$ cat config.mk
export PLATFORM = sky130hd
export DESIGN_NAME = rfd_engine
export DESIGN_NICKNAME = d
export VERILOG_FILES = /design/src/rtl/radix2_fft_dif_macros.svh /design/src/rtl/rfd_pkg.sv /design/src/rtl/rfd_engine.sv
export SDC_FILE = /design/constraint.sdc
export NUM_CORES = 2
export LEC_CHECK = 0
export ABC_AREA = 0
export BUFFER_PORTS_ARGS = -buffer_cell sky130_fd_sc_hd__buf_4
export CAP_MARGIN = 25
export CORE_UTILIZATION = 40
export DETAILED_ROUTE_END_ITERATION = 6
export GPL_TIMING_DRIVEN = 0
export PLACE_DENSITY_LB_ADDON = 0.15
export RECOVER_POWER = 25
export SYNTH_ARGS = -nofsm -noshare
export SYNTH_HDL_FRONTEND = slang
export SYNTH_SLANG_ARGS = --single-unit
$ cat constraint.sdc
create_clock -name clock -period 19.3 [get_ports clock]
set_input_delay 3.86 -clock clock [delete_from_list [all_inputs] [get_ports clock]]
set_output_delay 3.86 -clock clock [all_outputs]
set_load 0.01 [all_outputs]
$ cat src/rtl/radix2_fft_dif_macros.svh
// Assertion macros shared by the FFT block.
`ifndef RADIX2_FFT_DIF_MACROS_SVH
`define RADIX2_FFT_DIF_MACROS_SVH

`ifndef SYNTH
// Same-cycle implication, checked on every rising clock edge outside reset.
`define RFD_ASSERT_IMPL(label, clk, rst, ante, cons, msg) \
   label: assert property (@(posedge clk) disable iff (rst) (ante) |-> (cons)) \
      else $error(msg);
// Next-cycle implication, checked on every rising clock edge outside reset.
`define RFD_ASSERT_NEXT(label, clk, rst, ante, cons, msg) \
   label: assert property (@(posedge clk) disable iff (rst) (ante) |=> (cons)) \
      else $error(msg);
`else
`define RFD_ASSERT_IMPL(label, clk, rst, ante, cons, msg)
`define RFD_ASSERT_NEXT(label, clk, rst, ante, cons, msg)
`endif

`endif

$ cat src/rtl/rfd_pkg.sv
// Shared types and constants of the radix-2 DIF FFT block.
package rfd_pkg;

   localparam int POINTS_DEF       = 1024;
   localparam int TWIDDLE_BITS_DEF = 16;

   localparam int SAMPLE_W    = 16;
   localparam int BIN_W       = 28;
   localparam int BIN_INDEX_W = 10;
   localparam int HALF_W      = 32;
   localparam int ENTRY_W     = 2 * HALF_W;
   localparam int CSR_ADDR_W  = 2;
   localparam int CSR_DATA_W  = 32;

   // Register addresses.
   localparam logic [CSR_ADDR_W-1:0] REG_INVERSE_MODE = 2'd0;

   // Request operation codes.
   localparam logic OP_LOAD = 1'b0;
   localparam logic OP_READ = 1'b1;

   typedef struct packed {
      logic                       op;
      logic signed [SAMPLE_W-1:0] sample_real;
      logic signed [SAMPLE_W-1:0] sample_imag;
   } rfd_req_type;

   typedef struct packed {
      logic signed [BIN_W-1:0] bin_real;
      logic signed [BIN_W-1:0] bin_imag;
      logic [BIN_INDEX_W-1:0]  bin_index;
      logic                    last_bin;
   } rfd_rsp_type;

   // Frame store access strobes.
   typedef struct packed {
      logic rd;
      logic wr;
   } rfd_mem_ctl_type;

endpackage

$ cat src/rtl/rfd_engine.sv
// Transform sequencer: store clearing, DIF butterflies and bit-reversal reorder.
module rfd_engine import rfd_pkg::*; #(
   parameter int POINTS       = POINTS_DEF,
   parameter int TWIDDLE_BITS = TWIDDLE_BITS_DEF
) (
   input  logic                              clock,
   input  logic                              reset,
   input  logic                              start,
   input  logic                              inverse,
   output logic                              busy,
   output rfd_mem_ctl_type                   mem_ctl,
   output logic [$clog2(POINTS)-1:0]         rd_addr_a,
   output logic [$clog2(POINTS)-1:0]         rd_addr_b,
   output logic [$clog2(POINTS)-1:0]         wr_addr,
   output logic [ENTRY_W-1:0]                wr_data,
   input  logic [ENTRY_W-1:0]                rd_data_a,
   input  logic [ENTRY_W-1:0]                rd_data_b,
   output logic [$clog2(POINTS)-2:0]         tw_addr,
   input  logic signed [TWIDDLE_BITS-1:0]    tw_cos,
   input  logic signed [TWIDDLE_BITS-1:0]    tw_sin
);

   localparam int AW    = $clog2(POINTS);
   localparam int HW    = AW - 1;
   localparam int SW    = $clog2(AW);
   localparam int TF    = TWIDDLE_BITS - 2;
   localparam int P_W   = HALF_W + TWIDDLE_BITS;
   localparam int ACC_W = P_W + 2;
   localparam logic signed [ACC_W-1:0] RND = ACC_W'(1) << (TF - 1);
   localparam logic [AW-1:0] HALF_PT = AW'(POINTS / 2);

   typedef enum logic [3:0] {
      ST_CLEAR, ST_IDLE, ST_BF_RD, ST_BF_SUM, ST_M0, ST_M1, ST_M2, ST_M3, ST_M4,
      ST_BF_WB, ST_RV_RD, ST_RV_WA, ST_RV_WB
   } state_type;

   state_type                 state_ff;
   logic [SW-1:0]             stage_ff;
   logic [HW-1:0]             k_ff;
   logic [AW-1:0]             cnt_ff;
   logic signed [HALF_W-1:0]  dr_ff, di_ff, sum_re_ff, sum_im_ff, reb_ff;
   logic signed [P_W-1:0]     p_ff;
   logic signed [ACC_W-1:0]   acc_ff;

   logic [AW-1:0]             half_w, mask_w, kx_w, a_w, b_w, rev_w;
   logic signed [HALF_W-1:0]  mul_a_w;
   logic signed [TWIDDLE_BITS-1:0] mul_b_w;
   logic signed [P_W-1:0]     prod_w;
   logic signed [HALF_W:0]    re_a_w, im_a_w, re_b_w, im_b_w;
   logic signed [HALF_W-1:0]  imb_res_w;

   function automatic logic signed [HALF_W-1:0] sat32(input logic signed [63:0] v);
      if (v > 64'sd2147483647)       return 32'sh7fffffff;
      else if (v < -64'sd2147483648) return 32'sh80000000;
      else                           return v[HALF_W-1:0];
   endfunction

   function automatic logic signed [HALF_W-1:0] sat28(input logic signed [HALF_W:0] v);
      if (v > 33'sd134217727)       return 32'sd134217727;
      else if (v < -33'sd134217728) return -32'sd134217728;
      else                          return v[HALF_W-1:0];
   endfunction

   // Final scaling of one entry: inverse conjugation and shift where asked, then saturation.
   function automatic logic [ENTRY_W-1:0] finish(input logic [ENTRY_W-1:0] e,
                                                input logic inv);
      logic signed [HALF_W:0] re;
      logic signed [HALF_W:0] im;
      re = HALF_W'(signed'(e[ENTRY_W-1:HALF_W]));
      im = HALF_W'(signed'(e[HALF_W-1:0]));
      re = {re[HALF_W-1], re[HALF_W-1:0]};
      im = {im[HALF_W-1], im[HALF_W-1:0]};
      if (inv) begin
         re = re >>> AW;
         im = (-im) >>> AW;
      end
      return {sat28(re), sat28(im)};
   endfunction

   // Butterfly addressing: a zero bit inserted at the stage's bit position.
   always_comb begin
      half_w = HALF_PT >> stage_ff;
      mask_w = half_w - AW'(1);
      kx_w   = {1'b0, k_ff};
      a_w    = ((kx_w & ~mask_w) << 1) | (kx_w & mask_w);
      b_w    = a_w | half_w;
      for (int i = 0; i < AW; i++) begin
         rev_w[i] = cnt_ff[AW-1-i];
      end
   end

   assign tw_addr = HW'((kx_w & mask_w) << stage_ff);

   // Operands of the butterfly, conjugated on the first stage of an inverse.
   always_comb begin
      re_a_w = {rd_data_a[ENTRY_W-1], rd_data_a[ENTRY_W-1:HALF_W]};
      im_a_w = {rd_data_a[HALF_W-1], rd_data_a[HALF_W-1:0]};
      re_b_w = {rd_data_b[ENTRY_W-1], rd_data_b[ENTRY_W-1:HALF_W]};
      im_b_w = {rd_data_b[HALF_W-1], rd_data_b[HALF_W-1:0]};
      if (inverse && (stage_ff == '0)) begin
         im_a_w = -im_a_w;
         im_b_w = -im_b_w;
      end
   end

   // One shared multiplier, four products per butterfly.
   always_comb begin
      case (state_ff)
         ST_M1:   begin mul_a_w = di_ff; mul_b_w = tw_sin; end
         ST_M2:   begin mul_a_w = di_ff; mul_b_w = tw_cos; end
         ST_M3:   begin mul_a_w = dr_ff; mul_b_w = tw_sin; end
         default: begin mul_a_w = dr_ff; mul_b_w = tw_cos; end
      endcase
      prod_w = mul_a_w * mul_b_w;
   end

   assign imb_res_w = sat32(64'(acc_ff >>> TF));

   // Store accesses for each step.
   always_comb begin
      mem_ctl   = '0;
      rd_addr_a = a_w;
      rd_addr_b = b_w;
      wr_addr   = a_w;
      wr_data   = {sum_re_ff, sum_im_ff};
      case (state_ff)
         ST_CLEAR: begin
            mem_ctl.wr = 1'b1;
            wr_addr    = cnt_ff;
            wr_data    = '0;
         end
         ST_BF_RD: mem_ctl.rd = 1'b1;
         ST_M0:    mem_ctl.wr = 1'b1;
         ST_BF_WB: begin
            mem_ctl.wr = 1'b1;
            wr_addr    = b_w;
            wr_data    = {reb_ff, imb_res_w};
         end
         ST_RV_RD: begin
            mem_ctl.rd = 1'b1;
            rd_addr_a  = cnt_ff;
            rd_addr_b  = rev_w;
         end
         ST_RV_WA: begin
            mem_ctl.wr = (rev_w >= cnt_ff);
            wr_addr    = cnt_ff;
            wr_data    = (rev_w > cnt_ff) ? finish(rd_data_b, inverse)
                                          : finish(rd_data_a, inverse);
         end
         ST_RV_WB: begin
            mem_ctl.wr = 1'b1;
            wr_addr    = rev_w;
            wr_data    = finish(rd_data_a, inverse);
         end
         default: ;
      endcase
   end

   assign busy = (state_ff != ST_IDLE);

   // Sequencer state and butterfly datapath registers.
   always_ff @(posedge clock) begin
      if (reset) begin
         state_ff <= ST_CLEAR;
         cnt_ff   <= '0;
         stage_ff <= '0;
         k_ff     <= '0;
      end else begin
         case (state_ff)
            ST_CLEAR: begin
               cnt_ff <= cnt_ff + AW'(1);
               if (cnt_ff == '1) state_ff <= ST_IDLE;
            end
            ST_IDLE: begin
               stage_ff <= '0;
               k_ff     <= '0;
               if (start) state_ff <= ST_BF_RD;
            end
            ST_BF_RD: state_ff <= ST_BF_SUM;
            ST_BF_SUM: begin
               sum_re_ff <= sat32(64'(re_a_w + re_b_w));
               sum_im_ff <= sat32(64'(im_a_w + im_b_w));
               dr_ff     <= sat32(64'(re_a_w - re_b_w));
               di_ff     <= sat32(64'(im_a_w - im_b_w));
               state_ff  <= ST_M0;
            end
            ST_M0: begin
               p_ff     <= prod_w;
               state_ff <= ST_M1;
            end
            ST_M1: begin
               acc_ff   <= ACC_W'(p_ff) + RND;
               p_ff     <= prod_w;
               state_ff <= ST_M2;
            end
            ST_M2: begin
               acc_ff   <= acc_ff + ACC_W'(p_ff);
               p_ff     <= prod_w;
               state_ff <= ST_M3;
            end
            ST_M3: begin
               reb_ff   <= imb_res_w;
               acc_ff   <= ACC_W'(p_ff) + RND;
               p_ff     <= prod_w;
               state_ff <= ST_M4;
            end
            ST_M4: begin
               acc_ff   <= acc_ff - ACC_W'(p_ff);
               state_ff <= ST_BF_WB;
            end
            ST_BF_WB: begin
               k_ff <= k_ff + HW'(1);
               if (k_ff == '1) begin
                  if (stage_ff == SW'(AW - 1)) begin
                     cnt_ff   <= '0;
                     state_ff <= ST_RV_RD;
                  end else begin
                     stage_ff <= stage_ff + SW'(1);
                     state_ff <= ST_BF_RD;
                  end
               end else begin
                  state_ff <= ST_BF_RD;
               end
            end
            ST_RV_RD: state_ff <= ST_RV_WA;
            ST_RV_WA: begin
               if (rev_w > cnt_ff) begin
                  state_ff <= ST_RV_WB;
               end else begin
                  cnt_ff   <= cnt_ff + AW'(1);
                  state_ff <= (cnt_ff == '1) ? ST_IDLE : ST_RV_RD;
               end
            end
            ST_RV_WB: begin
               cnt_ff   <= cnt_ff + AW'(1);
               state_ff <= (cnt_ff == '1) ? ST_IDLE : ST_RV_RD;
            end
            default: state_ff <= ST_IDLE;
         endcase
      end
   end

endmodule

==> flow_metrics.env <==
export IMPL_status="finished with violations"
export IMPL_violations="capacitance limit, slew limit"
export IMPL_switching_share=0.541
export IMPL_powerDensity_nw_per_um2=113
export IMPL_cts_buffers=34
export IMPL_wirelength_um=196000
export IMPL_synth_top_cell_by_area="fa_1"
export IMPL_drtIter0Drc=4526
export IMPL_post_cts_resized=0
export IMPL_crit_arrival_ns=13.26
export IMPL_fmax_mhz=76.8
export IMPL_skew_ns=0.0212
export IMPL_core_um2=117000
export IMPL_synth_warnings=0
export IMPL_placed_area_um2=51600
export IMPL_max_slew_margin=-0.308
export IMPL_synth_edf_count=258
export IMPL_clkSinkCount=285
export IMPL_vdd_drop_max_mv=0.244
export IMPL_netlist_instances=5792
export IMPL_critical_path_class="primary input to register"
export IMPL_drc=0
export IMPL_rsz0062_at_grt="no"
export IMPL_clock_latency_ns=0.57
export IMPL_multi_input_area_um2=34900
export IMPL_fin_hold_ws_ns=0.518
export IMPL_first_pass_iters=6
export IMPL_yosys_register_bits=285
export IMPL_start_util=0.405
export IMPL_p_sw_mw=3.22
export IMPL_p_seq_frac=0.145
export IMPL_p_comb_frac=0.741
export IMPL_ys_async_sr_fraction=0
export IMPL_yosysMostFrequentCell="inv_1"
export IMPL_layout_drive_gt1_share=0.0756
export IMPL_yosysTopAreaCellShare=0.208
export IMPL_cts_tree="done"
export IMPL_grt_max_degree=30
export IMPL_ys_types=94
export IMPL_first_global_vias=42700
export IMPL_cts_hold_buf=0
export IMPL_synthFlopType="edfxtp_1"
export IMPL_htreeDepth=2
export IMPL_postSynthAreaPerCell_um2=8.17
export IMPL_synth_common_cells="776 x inv_1, 653 x nor2_1, 570 x nand2_1"
export IMPL_tightestPinTransition_ns=1.96
export IMPL_p_int_mw=2.73
export IMPL_nNetsFinal=7110
export IMPL_fillers=12000
export IMPL_required_ns=19.54
export IMPL_avgViaCountPerCell=5.72
export IMPL_hold_path_class="register to register"
export IMPL_cp_max_fo=10
export IMPL_syn_nets=6768
export IMPL_maxCapViolCount=1
export IMPL_fin_total_pwr_mw=5.95
export IMPL_pin_count=270
export IMPL_start_kind="primary input"
export IMPL_vias=43900
export IMPL_path_clk_slew_ns=0.06
export IMPL_finalWorstSetupSlack_ns=6.28
export IMPL_final_util=0.451
export IMPL_ff_latch_area_um2=8290
export IMPL_period_minus_slack_ns=13.02
export IMPL_ys_top_cells_by_area="fa_1 21%, edfxtp_1 16%, ha_1 8.5%"
export IMPL_ant_nets=0
export IMPL_overflow=0
export IMPL_antenna_found_initial=10
export IMPL_grt_use_total=0.320
export IMPL_clock_path_buffers=3
export IMPL_root_buffer="clkbuf_16"
export IMPL_syn_to_final_growth_pct=11.4
export IMPL_setup_viol=0
export IMPL_dp_worst_setup_slack_ns=6.10
export IMPL_gp_congestion=1.03
export IMPL_dpl_hpwl_um=168000
export IMPL_grt_pass1_wl_um=283000
export IMPL_die_height_um=346
export IMPL_syn_area_um2=47300
export IMPL_postCtsSetupBuffers=0
export IMPL_port_buffers=255
export IMPL_wl_per_cell_um=25.5
export IMPL_die_x_um=346
export IMPL_drv_slew=17
export IMPL_cp_end_kind="register"
export IMPL_ys_seq_area_frac=0.175
export IMPL_stdcell_area_um2=52700
export IMPL_num_rows=125
export IMPL_power_leakage_nw=23.3
export IMPL_pwr_share_clk=0.114
export IMPL_min_period_over_period=0.675
export IMPL_dieArea_um2=120000
export IMPL_finalHoldViolations=0
-- sequential cells by signal, indices dropped and copies added (netlist names) --
signal,flops
acc_ff,50
p_ff,48
di_ff,32
dr_ff,32
reb_ff,32
sum_im_ff,32
sum_re_ff,32
cnt_ff,10
k_ff,9
stage_ff,4
state_ff,4
-- cells by family after synthesis --
kind of cell,synth area share
simple gates,0.161
xor+xnor,0.0753
fa+ha+maj,0.301
flops,0.175
compound gates,0.165
mux,0.0348
buf+inv,0.0882
-- routing by layer --
| layer | wire, um | share of wire | global-route usage |
|---|---|---|---|
| met5 | 0 | 0 | 0 |
| met4 | 8630 | 0.044 | 0.121 |
| met3 | 13500 | 0.069 | 0.0403 |
| met2 | 91500 | 0.47 | 0.526 |
| met1 | 82700 | 0.42 | 0.428 |
-- critical path, stage by stage --
cell and delay (ns):
buf_4 0.11, mux2i_1 0.81, clkbuf_1 0.68, nor2_1 0.14
fa_1 0.57, inv_1 0.06, fa_1 0.57, fa_1 0.45
fa_1 0.49, inv_1 0.05, fa_1 0.53, inv_1 0.05
fa_1 0.59, inv_1 0.06, ha_1 0.38, nand4_1 0.15
a211oi_1 0.28, a21oi_1 0.19, a21oi_1 0.53, a211oi_1 0.29
o21ai_0 0.68, a31oi_1 0.45, o21ai_0 0.36, a21boi_0 0.17
xnor2_1 0.70
-- cell usage in the layout, fill, tap and decap left out, types with 25 or more instances in the layout --
cell       Yosys  final
ha_1         321    321
a21o_1        81     81
buf_4          0    281
o21a_1        55     55
o211ai_1      62     62
nor2b_1       25     25
mux2_2        34     34
dfxtp_1       27     27
nand2_1      570    570
edfxtp_1     258    258
and3_1        40     40
a21oi_1      372    372
nor2_1       653    652
clkbuf_1     255    275
nor3_1       120    120
inv_1        776    776
a211oi_1      64     64
a31oi_1       49     49
buf_2         25     27
nand3_1       78     78
clkbuf_16      0     35
and2_1        27     25
nor4_1        30     30
o21ai_0      369    369
xnor2_1      267    267
xor2_1       140    140
o21bai_1      52     52
nand2b_1      43     43
nand4_1       42     42
mux2i_1      124    122
buf_1         30     27
fa_1         491    491
maj3_1        39     39
-- area by class of cell --
class,instances,share of cell area
multi-input cells,4410,0.662
diodes,3,0.000142
clock buffers,42,0.0171
clock inverters,20,0.00422
inverters,781,0.0556
flip-flops and latches,285,0.157
repair buffers,306,0.0441
plain buffers,316,0.0236
well taps,1524,0.0362
-- power groups by stage --
stage | Clock, mW | Sequential, mW | Combinational [mW]
final | 0.676 | 0.863 | 4.41
after detailed placement | 0 | 0.876 | 4.31
after floorplan | 0 | 0.873 | 2.73
after global routing | 0.709 | 0.863 | 4.77
after CTS | 0.686 | 0.863 | 4.34
after global placement | 0 | 0.876 | 4.30
-- worst paths after layout --
| check | from | to | slack, ns | cells past startpoint |
|---|---|---|---|---|
| setup / recovery | tw_cos[6] | p_ff[42] | 6.28 | 25 |
| hold / removal | k_ff[3] | k_ff[3] | 0.52 | 2 |
| setup reg to reg | state_ff[1] | p_ff[42] | 7.59 | 29 |
| hold reg to reg | k_ff[3] | k_ff[3] | 0.52 | 2 |
-- through the flow --
step	cells	TNS (ns)
2_1_floorplan	5792	0
3_3_place_gp	7571	-443.19
3_5_place_dp	7616	0
4_1_cts	7678	0
5_1_grt	7684	0
6_report	7687	0
No activity file was read; power rests on OpenSTA's default activity.
